$ cat src/rtl/icmp_er_pkg.sv
// Shared types, constants and a helper function for the ICMP echo responder.
package icmp_er_pkg;

  // Counter width default and width of the counts shown on the result
  localparam int COUNTER_BITS_DEFAULT = 32;
  localparam int COUNT_OUT_BITS       = 32;

  // Message layout
  localparam int          POS_BITS          = 3;
  localparam int          HEADER_BYTES      = 4;
  localparam logic [7:0]  ECHO_REQUEST_TYPE = 8'd8;

  // Queue between the front and back parts
  localparam int QUEUE_DEPTH     = 4;
  localparam int QUEUE_PTR_BITS  = $clog2(QUEUE_DEPTH);

  // Input item
  typedef struct packed {
    logic [7:0] data_byte;
    logic       last_byte;
  } msg_t;

  // Result item
  typedef struct packed {
    logic [7:0]                out_byte;
    logic                      out_last;
    logic                      send_reply;
    logic [15:0]               reply_checksum;
    logic [COUNT_OUT_BITS-1:0] received_count;
    logic [COUNT_OUT_BITS-1:0] answered_count;
  } res_t;

  // Classified item handed from front to back
  typedef struct packed {
    logic [7:0] ob;     // rewritten byte
    logic       last;   // final byte of the message
    logic       reply;  // final byte of an echo request
  } cls_t;

  // Queue status seen by the front part
  typedef struct packed {
    logic full;
    logic empty;
  } q_status_t;

  // 16-bit ones-complement add with end-around carry
  function automatic logic [15:0] oc_add(input logic [15:0] a, input logic [15:0] b);
    logic [16:0] s;
    s = {1'b0, a} + {1'b0, b};
    return s[15:0] + {15'd0, s[16]};
  endfunction

endpackage

$ cat src/rtl/icmp_echo_responder.sv
// Top level of the ICMP echo responder: front part, queue and back part.
//
// Takes an ICMP message one byte per item and returns one rewritten byte per
// item, with header bytes 0 to 3 zeroed. On the final byte the result carries
// the verdict (1 = answer as echo reply, type 8 received) and the complemented
// ones-complement checksum of the rewritten message, high byte for offset 2.
// Received and answered counts wrap at COUNTER_BITS bits; the low 32 bits are
// shown. Sustained rate is one byte per cycle while the result side does not
// stall; the back part folds words in with a 16-bit ones-complement add. An
// accepted byte is registered in the queue and then in the result register; a
// four-item queue between the classifying front part and the back part absorbs output stalls.
module icmp_echo_responder #(
  parameter int COUNTER_BITS = icmp_er_pkg::COUNTER_BITS_DEFAULT
) (
  input  logic               clk,
  input  logic               rst,
  input  logic               msg_valid,
  output logic               msg_stall,
  input  icmp_er_pkg::msg_t  msg,
  output logic               res_valid,
  input  logic               res_stall,
  output icmp_er_pkg::res_t  res
);

  icmp_er_pkg::q_status_t q_status;
  icmp_er_pkg::cls_t      q_item;
  icmp_er_pkg::cls_t      q_head;
  logic                   q_push;
  logic                   q_pop;

  icmp_er_front u_front (
    .clk       (clk),
    .rst       (rst),
    .msg_valid (msg_valid),
    .msg_stall (msg_stall),
    .msg       (msg),
    .q_status  (q_status),
    .q_push    (q_push),
    .q_item    (q_item)
  );

  icmp_er_fifo u_fifo (
    .clk       (clk),
    .rst       (rst),
    .push      (q_push),
    .push_item (q_item),
    .status    (q_status),
    .pop       (q_pop),
    .head      (q_head)
  );

  icmp_er_back #(
    .COUNTER_BITS (COUNTER_BITS)
  ) u_back (
    .clk       (clk),
    .rst       (rst),
    .q_status  (q_status),
    .q_head    (q_head),
    .q_pop     (q_pop),
    .res_valid (res_valid),
    .res_stall (res_stall),
    .res       (res)
  );

endmodule

$ cat src/rtl/icmp_er_front.sv
// Front part: accepts bytes, tracks header offset and classifies each item.
module icmp_er_front (
  input  logic                    clk,
  input  logic                    rst,
  input  logic                    msg_valid,
  output logic                    msg_stall,
  input  icmp_er_pkg::msg_t       msg,
  input  icmp_er_pkg::q_status_t  q_status,
  output logic                    q_push,
  output icmp_er_pkg::cls_t       q_item
);

  logic [icmp_er_pkg::POS_BITS-1:0] byte_position;
  logic [icmp_er_pkg::POS_BITS-1:0] byte_position_next;
  logic                             request_seen;
  logic                             request_seen_next;
  logic                             in_header;
  logic                             is_first;

  // Accept whenever the queue has room
  assign msg_stall = q_status.full;
  assign q_push    = msg_valid && !q_status.full;

  // Classification of the current byte
  assign is_first  = (byte_position == '0);
  assign in_header = (byte_position < icmp_er_pkg::POS_BITS'(icmp_er_pkg::HEADER_BYTES));

  always_comb begin
    request_seen_next = is_first ? (msg.data_byte == icmp_er_pkg::ECHO_REQUEST_TYPE)
                                 : request_seen;
    if (msg.last_byte) begin
      byte_position_next = '0;
    end else if (in_header) begin
      byte_position_next = byte_position + 1'b1;
    end else begin
      byte_position_next = byte_position;
    end
    q_item.ob    = in_header ? 8'h00 : msg.data_byte;
    q_item.last  = msg.last_byte;
    q_item.reply = msg.last_byte && request_seen_next;
  end

  // Per-message offset and verdict
  always_ff @(posedge clk) begin
    if (rst) begin
      byte_position <= '0;
      request_seen  <= 1'b0;
    end else if (q_push) begin
      byte_position <= byte_position_next;
      request_seen  <= request_seen_next;
    end
  end

endmodule

$ cat src/rtl/icmp_er_fifo.sv
// Short register queue of classified items between the front and back parts.
module icmp_er_fifo (
  input  logic                    clk,
  input  logic                    rst,
  input  logic                    push,
  input  icmp_er_pkg::cls_t       push_item,
  output icmp_er_pkg::q_status_t  status,
  input  logic                    pop,
  output icmp_er_pkg::cls_t       head
);

  icmp_er_pkg::cls_t                      entries [icmp_er_pkg::QUEUE_DEPTH];
  logic [icmp_er_pkg::QUEUE_PTR_BITS-1:0] wr_ptr;
  logic [icmp_er_pkg::QUEUE_PTR_BITS-1:0] rd_ptr;
  logic [icmp_er_pkg::QUEUE_PTR_BITS:0]   count;

  assign status.full  = (count == (icmp_er_pkg::QUEUE_PTR_BITS+1)'(icmp_er_pkg::QUEUE_DEPTH));
  assign status.empty = (count == '0);
  assign head         = entries[rd_ptr];

  // Storage
  always_ff @(posedge clk) begin
    if (push) begin
      entries[wr_ptr] <= push_item;
    end
  end

  // Pointers and fill count
  always_ff @(posedge clk) begin
    if (rst) begin
      wr_ptr <= '0;
      rd_ptr <= '0;
      count  <= '0;
    end else begin
      if (push) begin
        wr_ptr <= wr_ptr + 1'b1;
      end
      if (pop) begin
        rd_ptr <= rd_ptr + 1'b1;
      end
      case ({push, pop})
        2'b10:   count <= count + 1'b1;
        2'b01:   count <= count - 1'b1;
        default: count <= count;
      endcase
    end
  end

  // Fill count stays within the depth; no push when full, no pop when empty
  a_count_range: assert property (@(posedge clk) disable iff (rst)
    count <= (icmp_er_pkg::QUEUE_PTR_BITS+1)'(icmp_er_pkg::QUEUE_DEPTH))
    else $error("queue count out of range");
  a_no_overflow: assert property (@(posedge clk) disable iff (rst)
    !(push && status.full))
    else $error("push into full queue");
  a_no_underflow: assert property (@(posedge clk) disable iff (rst)
    !(pop && status.empty))
    else $error("pop from empty queue");

endmodule

$ cat src/rtl/icmp_er_back.sv
// Back part: checksum accumulation, message counters and the result register.
module icmp_er_back #(
  parameter int COUNTER_BITS = icmp_er_pkg::COUNTER_BITS_DEFAULT
) (
  input  logic                    clk,
  input  logic                    rst,
  input  icmp_er_pkg::q_status_t  q_status,
  input  icmp_er_pkg::cls_t       q_head,
  output logic                    q_pop,
  output logic                    res_valid,
  input  logic                    res_stall,
  output icmp_er_pkg::res_t       res
);

  logic                    odd_offset;
  logic [7:0]              pending_high_byte;
  logic [15:0]             running_sum;
  logic [COUNTER_BITS-1:0] received_total;
  logic [COUNTER_BITS-1:0] answered_total;
  logic [COUNTER_BITS-1:0] received_next;
  logic [COUNTER_BITS-1:0] answered_next;
  logic [15:0]             word_in;
  logic [15:0]             sum_add;
  logic [icmp_er_pkg::COUNT_OUT_BITS-1:0] received_shown;
  logic [icmp_er_pkg::COUNT_OUT_BITS-1:0] answered_shown;
  icmp_er_pkg::res_t       res_next;

  // Take the next item when the result register is free or being emptied
  assign q_pop = !q_status.empty && (!res_valid || !res_stall);

  // A final byte at even offset is padded with a zero low byte
  assign word_in = odd_offset ? {pending_high_byte, q_head.ob} : {q_head.ob, 8'h00};
  assign sum_add = icmp_er_pkg::oc_add(running_sum, word_in);

  assign received_next = received_total + COUNTER_BITS'(q_head.last);
  assign answered_next = answered_total + COUNTER_BITS'(q_head.reply);

  // Counts shown at a fixed width
  if (COUNTER_BITS >= icmp_er_pkg::COUNT_OUT_BITS) begin : g_cnt_trunc
    assign received_shown = received_next[icmp_er_pkg::COUNT_OUT_BITS-1:0];
    assign answered_shown = answered_next[icmp_er_pkg::COUNT_OUT_BITS-1:0];
  end else begin : g_cnt_ext
    assign received_shown = {{(icmp_er_pkg::COUNT_OUT_BITS-COUNTER_BITS){1'b0}}, received_next};
    assign answered_shown = {{(icmp_er_pkg::COUNT_OUT_BITS-COUNTER_BITS){1'b0}}, answered_next};
  end

  // Result item for the popped byte
  always_comb begin
    res_next.out_byte       = q_head.ob;
    res_next.out_last       = q_head.last;
    res_next.send_reply     = q_head.reply;
    res_next.reply_checksum = q_head.last ? ~sum_add : 16'h0000;
    res_next.received_count = received_shown;
    res_next.answered_count = answered_shown;
  end

  // Checksum and counter state
  always_ff @(posedge clk) begin
    if (rst) begin
      odd_offset        <= 1'b0;
      pending_high_byte <= 8'h00;
      running_sum       <= 16'h0000;
      received_total    <= '0;
      answered_total    <= '0;
    end else if (q_pop) begin
      received_total <= received_next;
      answered_total <= answered_next;
      if (q_head.last) begin
        odd_offset        <= 1'b0;
        pending_high_byte <= 8'h00;
        running_sum       <= 16'h0000;
      end else if (odd_offset) begin
        odd_offset        <= 1'b0;
        pending_high_byte <= 8'h00;
        running_sum       <= sum_add;
      end else begin
        odd_offset        <= 1'b1;
        pending_high_byte <= q_head.ob;
      end
    end
  end

  // Result register
  always_ff @(posedge clk) begin
    if (rst) begin
      res_valid <= 1'b0;
    end else if (q_pop) begin
      res_valid <= 1'b1;
    end else if (!res_stall) begin
      res_valid <= 1'b0;
    end
  end

  always_ff @(posedge clk) begin
    if (q_pop) begin
      res <= res_next;
    end
  end

  // Verdict and checksum only on the final byte
  a_verdict_on_last: assert property (@(posedge clk) disable iff (rst)
    res_valid && !res.out_last |-> !res.send_reply && (res.reply_checksum == 16'h0000))
    else $error("verdict outside final byte");
  // Word phase alternates on every non-final byte
  a_phase_toggle: assert property (@(posedge clk) disable iff (rst)
    q_pop && !q_head.last |=> odd_offset == !$past(odd_offset))
    else $error("word phase did not toggle");
  // State returns to offset zero after a final byte
  a_clear_after_last: assert property (@(posedge clk) disable iff (rst)
    q_pop && q_head.last |=> !odd_offset && (running_sum == 16'h0000))
    else $error("message state not cleared");

endmodule

$ cat config.mk
export PLATFORM = sky130hd
export DESIGN_NAME = icmp_echo_responder
export DESIGN_NICKNAME = d
export VERILOG_FILES = /design/src/rtl/icmp_er_pkg.sv /design/src/rtl/icmp_echo_responder.sv /design/src/rtl/icmp_er_front.sv /design/src/rtl/icmp_er_fifo.sv /design/src/rtl/icmp_er_back.sv
export SDC_FILE = /design/constraint.sdc
export NUM_CORES = 1
export LEC_CHECK = 0
export BUFFER_PORTS_ARGS = -buffer_cell sky130_fd_sc_hd__buf_4
export CAP_MARGIN = 10
export CORE_UTILIZATION = 55
export CTS_BUF_LIST = sky130_fd_sc_hd__clkbuf_4 sky130_fd_sc_hd__clkbuf_8
export DETAILED_ROUTE_END_ITERATION = 8
export GPL_ROUTABILITY_DRIVEN = 0
export GPL_TIMING_DRIVEN = 0
export PLACE_DENSITY = 0.86
export SLEW_MARGIN = 0
export SYNTH_ARGS = -nofsm -noshare
export SYNTH_HDL_FRONTEND = slang
export SYNTH_SLANG_ARGS = --single-unit
$ cat constraint.sdc
create_clock -name clk -period 5 [get_ports clk]
set_input_delay 0.25 -clock clk [delete_from_list [all_inputs] [get_ports clk]]
set_output_delay 0.25 -clock clk [all_outputs]
set_load 0.01 [all_outputs]
==> run summary, run 1 <==
status -> completed
Inst Count DP -> 1,317
I/O pin count -> 105
Die ar. -> 20,000 µm²
Critical Path RT -> 5.26 ns
clk buf depth -> 3
peak supply drop -> 0.363 mV
fillers -> 1,352
Die Height -> 141 µm
Worst setup EP type -> flip-flop
Final Util -> 0.680
Worst Max-Slew Pin Slew -> 0.807 ns
Reg clk slew, reported paths -> 0.06 ns
global-route wire length before repair -> 35,400 µm
Post-DRT Antenna Nets -> 0
distinct cell type count after synthesis -> 60
Layout Nets -> 1,153
synthesized flop and latch total -> 233
TritonCTS clock tree -> built
Avg Cell Area, Syn -> 11.2 µm²
worst clock skew -> 0.0284 ns
via density per instance -> 5.46
GRT overflow -> 0
clock root cell -> clkbuf_8
Switch Pwr -> 0.00232 W
DRT Pass-1 Iters -> 5
Fmax -> 207 MHz
yosys warns -> 0
Tot GR Track Use -> 0.223
Rel. slew slack -> 0.458
Hold Crit Class -> in2reg
Setup TNS Final -> 0 ns
Slew Limit Fails -> 0
Power Internal -> 0.00456 W
Die X -> 141 µm
Final setup viols -> 0
Core ar. -> 18,800 µm²
max_cap viols -> 0
Most used DFF post-synth -> edfxtp_1
EDFF count, synth -> 130
Synth Cell Area -> 10,700 µm²
Final min period -> 4.84 ns
Reg power frac -> 0.413
vias in the first global route -> 7,254
Rows -> 50
CTS sink count -> 233
crit path DAT -> 5.09 ns
number of diodes -> 0
initial antenna violation count -> 0
Worst Hold Slack -> 0.0979 ns
largest net degree at the start of global routing -> 52
via count -> 7,632
post-DR wirelength/cell -> 16.1 µm
DRC viols -> 0
final std cells w/o fill -> 1,397
Comb pwr share -> 0.344
Synth async-reset ratio -> 0
share of cells above drive strength 1 -> 0.210
pwr dens -> 538 nW/µm²
Worst setup SP type -> flip-flop
Leakage -> 5.10 nW
drt total wl -> 22,500 µm
cts bufs inserted -> 38
sequential-to-total area share from yosys stat -> 0.559
H-tree levels -> 2
cells after synthesis -> 953
initial core utilization -> 0.566
power share of the clock group -> 0.243
Sw Ratio -> 0.337
Crit Path Class -> reg2reg
Crit Path Max Fanout -> 10
Final period util -> 0.967
Starting DRT DRC Count -> 563
Clk Latency, worst-skew pair -> 0.54 ns
Syn Nets -> 997
Detail Placement HPWL -> 15,100 µm
Area Overhead vs Synth -> 20.1%
Hold Fails Final Rpt -> 0
Port-buffer cells -> 103
cell type report:
class	count	area [µm²]	area share
plain buffers	42	205	0.0160
clock buffers	57	734	0.0573
clock inverters	11	61.3	0.00479
inverters	21	78.8	0.00615
multi-input cells	655	4530	0.353
flip-flops and latches	233	5970	0.466
well taps	260	325	0.0254
repair buffers	118	911	0.0711
metrics by stage:
| step | total power [W] | setup WS [ns] | cell area, µm² |
|---|---|---|---|
| 3_5_place_dp | 0.00517 | -0.913 | 11800 |
| 5_1_grt | 0.00723 | -0.00416 | 12800 |
| 6_report | 0.00689 | 0.165 | 12800 |
| 3_3_place_gp | 0.00514 | -1.42 | 11800 |
| 2_1_floorplan | 0.00419 | 0.00453 | 10700 |
| 4_1_cts | 0.00688 | 0.0206 | 12700 |
state kept, by name (all words and copies together) (netlist names), named ones only:
| register | flops |
|---|---|
| u_back.odd_offset | 1 |
| u_front.byte_position | 3 |
| u_front.request_seen | 1 |
| u_back.received_total | 32 |
| u_fifo.entries | 40 |
| u_fifo.wr_ptr | 2 |
| u_fifo.count | 3 |
| u_back.answered_total | 32 |
| u_back.res_valid | 1 |
| u_fifo.rd_ptr | 2 |
| u_back.running_sum | 16 |
| u_back.res | 90 |
| u_back.pending_high_byte | 8 |
layer usage:
| metal | up-vias | global-route usage | wire (µm) |
|---|---|---|---|
| li1 | 3722 | - | - |
| met5 | - | 0 | 0 |
| met4 | 0 | 0.0664 | 457 |
| met1 | 3633 | 0.287 | 9870 |
| met3 | 45 | 0.0445 | 1170 |
| met2 | 232 | 0.380 | 11000 |
Yosys cell counts, types with 6 or more instances:
cell      count  area share
a22o_1       11      0.0090
a22oi_1      12      0.0084
nand3_1      32       0.015
clkbuf_1     32       0.011
o21ai_0      24       0.011
nand4_1      25       0.015
and3_1       21       0.012
xor2_1       84       0.069
a21oi_1      39       0.018
buf_2         6      0.0028
nand2_1      66       0.023
inv_1        21      0.0074
and2_1       24       0.014
ha_1         29       0.034
nor3_1       10      0.0047
xnor2_1      51       0.042
dfxtp_1     103        0.19
edfxtp_1    130        0.37
mux4_2        9       0.019
mux2_2        9      0.0095
nor2_1      115       0.040
and4_1        6      0.0049
or3_1        17       0.010
critical path, cell delays in order (launching register included):
cell	delay, ns
dfxtp_1	0.37
buf_8	0.16
mux4_2	0.57
and2_1	0.20
ha_1	0.21
fa_2	0.40
a211oi_4	0.29
o21ai_4	0.12
a2111oi_4	0.40
or2_4	0.18
nand2_1	0.05
a21oi_1	0.14
o21bai_1	0.09
a21o_1	0.22
ha_1	0.24
nand3_2	0.13
nor3_4	0.06
buf_4	0.15
a31oi_1	0.14
and3b_2	0.24
xnor2_2	0.12
nor2_1	0.06
worst paths after layout:
kind / startpoint / endpoint / slack, ns / cells after the start
worst max-delay path: flip-flop / u_back.res[71] / 0.16 / 21
worst max register to register: flip-flop / u_back.res[71] / 0.16 / 21
worst min-delay path: msg[8] / u_front.request_seen / 0.1 / 4
worst min register to register: u_back.received_total[0] / u_back.received_total[0] / 0.47 / 2
kinds of logic (layout without fill, tap and decap cells):
group / Yosys count / in the layout / synth area share
AO/OA/AOI/OAI: 122 / 122 / 0.0734
buffers and inverters: 65 / 249 / 0.0260
XOR/XNOR: 135 / 135 / 0.111
adder cells (fa/ha/maj): 31 / 31 / 0.0378
AND/OR/NAND/NOR: 347 / 347 / 0.162
multiplexers: 20 / 20 / 0.0304
flip-flops: 233 / 233 / 0.559
cells in the final DEF (no fill, tap or decap), drive strengths merged, types with 10 or more instances in the layout:
cell type,n
a22o,11
or3,19
a22oi,12
nand4,26
xor2,84
clkbuf,87
o21ai,26
inv,22
and2,24
a21oi,39
nor3,10
nor2,115
and3,25
ha,29
dfxtp,103
edfxtp,130
buf,128
nand2,66
xnor2,51
nand3,32
power by group through the flow:
stage | Combinational, W | Sequential (W) | Clock [W]
after CTS | 0.00232 | 0.00285 | 0.00171
after global routing | 0.00255 | 0.00289 | 0.00179
after global placement | 0.00221 | 0.00293 | 0
after floorplan | 0.00111 | 0.00308 | 0
final | 0.00237 | 0.00284 | 0.00168
after detailed placement | 0.00230 | 0.00287 | 0
timing repair:
item                                    4_1_cts  5_1_grt
endpoints found under the setup margin       19       19
hold buffers                                  2        0
pin swaps                                     2        4
endpoints found under the hold margin         6        0
resized for setup                            10       16
buffers inserted                              2       10
Power figures use the tool's default switching activity.
==> run 2: changes to the inputs <==
clock period = 4 ns   (was 5 ns; I/O delays follow)
==> run 2 against run 1 <==
  * The run now ends with setup timing left
  * Sequential power grew 25%
  * Combinational power up 36%
  * Clock skew grew 0.0014 ns
  * Register-to-register slack got worse by 0.70 ns
  * First-iteration DRC count shrank 0.53%
  * Die area unchanged
  * Clock power grew 34%
  * Critical endpoint is now u_back.res[79]
==> run summary, run 2 (synthesized netlist as in run 1, its figures left out) <==
status -> finished with violations (was completed)
failing checks -> setup timing
Worst setup SP type -> flip-flop (unchanged)
GRT overflow -> 0 (unchanged)
global-route wire length before repair -> 38,200 µm (was 35,400 µm)
Clk Latency, worst-skew pair -> 0.55 ns (was 0.54 ns)
Hold Crit Class -> in2reg (unchanged)
CTS sink count -> 233 (unchanged)
initial core utilization -> 0.566 (unchanged)
peak supply drop -> 0.446 mV (was 0.363 mV)
slowest CP cell -> mux4_2 (unchanged)
Power Internal -> 0.00595 W (was 0.00456 W)
clk buf depth -> 3 (unchanged)
initial antenna violation count -> 0 (unchanged)
pwr dens -> 678 nW/µm² (was 538 nW/µm²)
r2r worst-path depth -> 21 (unchanged)
Sw Ratio -> 0.340 (was 0.337)
cells along the critical path -> buf_12, buf_4, mux4_2, and2_1, ha_4, o211ai_1, o21ai_2, a2111oi_4, or2_4, nand2_2, a21oi_2, o21bai_1, a21o_1, ha_4, nand3_4, nor3_4, nand4_1, buf_6, nor3_4, nand3_1, nor3b_1 (was buf_8, mux4_2, and2_1, ha_1, fa_2, a211oi_4, o21ai_4, a2111oi_4, or2_4, nand2_1, a21oi_1, o21bai_1, a21o_1, ha_1, nand3_2, nor3_4, buf_4, a31oi_1, and3b_2, xnor2_2, nor2_1)
Rel. slew slack -> 0.325 (was 0.458)
Crit Path Max Fanout -> 6 (was 10)
crit path to -> u_back.res[79] (was u_back.res[71])
worst clock skew -> 0.0298 ns (was 0.0284 ns)
crit path DAT -> 4.78 ns (was 5.09 ns)
Critical Path RT -> 4.24 ns (was 5.26 ns)
Die X -> 141 µm (unchanged)
via density per instance -> 5.59 (was 5.46)
Layout Nets -> 1,171 (was 1,153)
worst reg2reg path endpoint -> u_back.res[79] (was u_back.res[71])
post-DR wirelength/cell -> 17.2 µm (was 16.1 µm)
clock root cell -> clkbuf_8 (unchanged)
Most flops, register -> u_back.res (unchanged)
Port-buffer cells -> 103 (unchanged)
Post-DRT Antenna Nets -> 0 (unchanged)
TritonCTS clock tree -> built (unchanged)
drt total wl -> 24,400 µm (was 22,500 µm)
max_cap viols -> 0 (unchanged)
DRT Pass-1 Iters -> 5 (unchanged)
Tot GR Track Use -> 0.243 (was 0.223)
Worst Max-Slew Pin Slew -> 1.00 ns (was 0.807 ns)
Worst setup EP type -> flip-flop (unchanged)
Area Overhead vs Synth -> 24.6% (was 20.1%)
Core ar. -> 18,800 µm² (unchanged)
placed cell area -> 11,900 µm² (was 11,800 µm²)
vias in the first global route -> 7,828 (was 7,254)
number of diodes -> 0 (unchanged)
max incr delay on CP -> 0.57 ns (about the same)
flop2flop setup slack -> -0.54 ns (was 0.16 ns)
Comb pwr share -> 0.358 (was 0.344)
Hold Fails Final Rpt -> 0 (unchanged)
Starting DRT DRC Count -> 560 (was 563)
share of cells above drive strength 1 -> 0.250 (was 0.210)
Final setup viols -> 31 (was 0)
commonest non-fill, non-tap cell in the layout -> edfxtp_1 (unchanged)
fillers -> 1,270 (was 1,352)
Reg clk slew, reported paths -> 0.07 ns (was 0.06 ns)
commonest non-fill, non-tap cells in the layout -> edfxtp_1, buf_4, nor2_1 (unchanged)
Final WS setup -> -0.536 ns (was 0.165 ns)
Die Height -> 141 µm (unchanged)
post-route design area -> 13,300 µm² (was 12,800 µm²)
I/O pin count -> 105 (unchanged)
DRC viols -> 0 (unchanged)
Largest register FFs -> 90 (unchanged)
Leakage -> 5.28 nW (was 5.10 nW)
Crit Path Class -> reg2reg (unchanged)
Final period util -> 1.13 (was 0.967)
Slew Limit Fails -> 0 (unchanged)
Detail Placement HPWL -> 15,800 µm (was 15,100 µm)
final total power -> 0.00902 W (was 0.00689 W)
via count -> 7,914 (was 7,632)
Fmax -> 220 MHz (was 207 MHz)
H-tree levels -> 2 (unchanged)
cts bufs inserted -> 38 (unchanged)
Final Util -> 0.706 (was 0.680)
Rows -> 50 (unchanged)
Reg power frac -> 0.393 (was 0.413)
largest registers -> u_back.res: 90 flops, u_fifo.entries: 40 flops (unchanged)
Final min period -> 4.54 ns (was 4.84 ns)
RSZ-0062 raised after global routing -> yes
largest net degree at the start of global routing -> 52 (unchanged)
Switch Pwr -> 0.00307 W (was 0.00232 W)
Setup TNS Final -> -10.47 ns (was 0 ns)
power share of the clock group -> 0.249 (was 0.243)
Die ar. -> 20,000 µm² (unchanged)
## run 2: routing by layer
layer  wire (µm)  track usage  vias to the layer above
met2       12200        0.412                      288
met5           0            0                        -
met1       10000        0.304                     3816
met3        1480       0.0499                       62
li1            -            -                     3748
met4         760       0.0995                        0
## run 2: worst min-delay path by stage
stage                              from  cells after the start  slack (ns)                        to
2_1_floorplan                    msg[0]                      1        0.30  u_front.byte_position[2]
3_3_place_gp   u_back.received_total[0]                      2        0.45  u_back.received_total[0]
3_5_place_dp                     msg[0]                      1        0.46      u_fifo.entries[3][1]
4_1_cts                          msg[7]                      4       0.003      u_front.request_seen
5_1_grt                          msg[7]                      4        0.03      u_front.request_seen
6_report                         msg[7]                      4        0.02      u_front.request_seen
## run 2: what timing repair did
item,in CTS,in global routing
hold endpoints to repair,7,0
setup endpoints to repair,33,49
hold buffers,4,0
setup buffers,20,8
resized for setup,31,28
pin swaps,29,20
## run 2: area by class of cell
cell class	count	area (µm²)	share of cell area
clock inverters	13	151	0.0114
inverters	21	78.8	0.00593
flip-flops and latches	233	5970	0.449
multi-input cells	655	4780	0.360
plain buffers	42	225	0.0169
well taps	260	325	0.0245
repair buffers	136	1090	0.0817
clock buffers	56	677	0.0509
## run 2: through the flow
stage                     hold slack, ns  setup slack [ns]  cells
after floorplan                    0.297            -0.142    953
after global placement             0.446            -0.941   1316
after detailed placement           0.456            -0.767   1317
after CTS                        0.00344            -0.490   1408
after global routing              0.0349            -0.702   1416
final                             0.0205            -0.536   1416
## run 2: worst max-delay path, delay by kind of cell (launching register included)
family	cells	cell delay [ns]
flops	1	0.37
compound gates	6	0.94
mux	1	0.57
buf+inv	3	0.44
simple gates	9	1.43
fa+ha+maj	2	0.49
## run 2: power by group through the flow
stage | Sequential, W | Combinational, W | Clock (W)
finish | 0.00354 | 0.00323 | 0.00225
global route | 0.00360 | 0.00345 | 0.00239
CTS | 0.00355 | 0.00311 | 0.00228
detailed placement | 0.00359 | 0.00297 | 0
global placement | 0.00364 | 0.00284 | 0
floorplan | 0.00383 | 0.00146 | 0
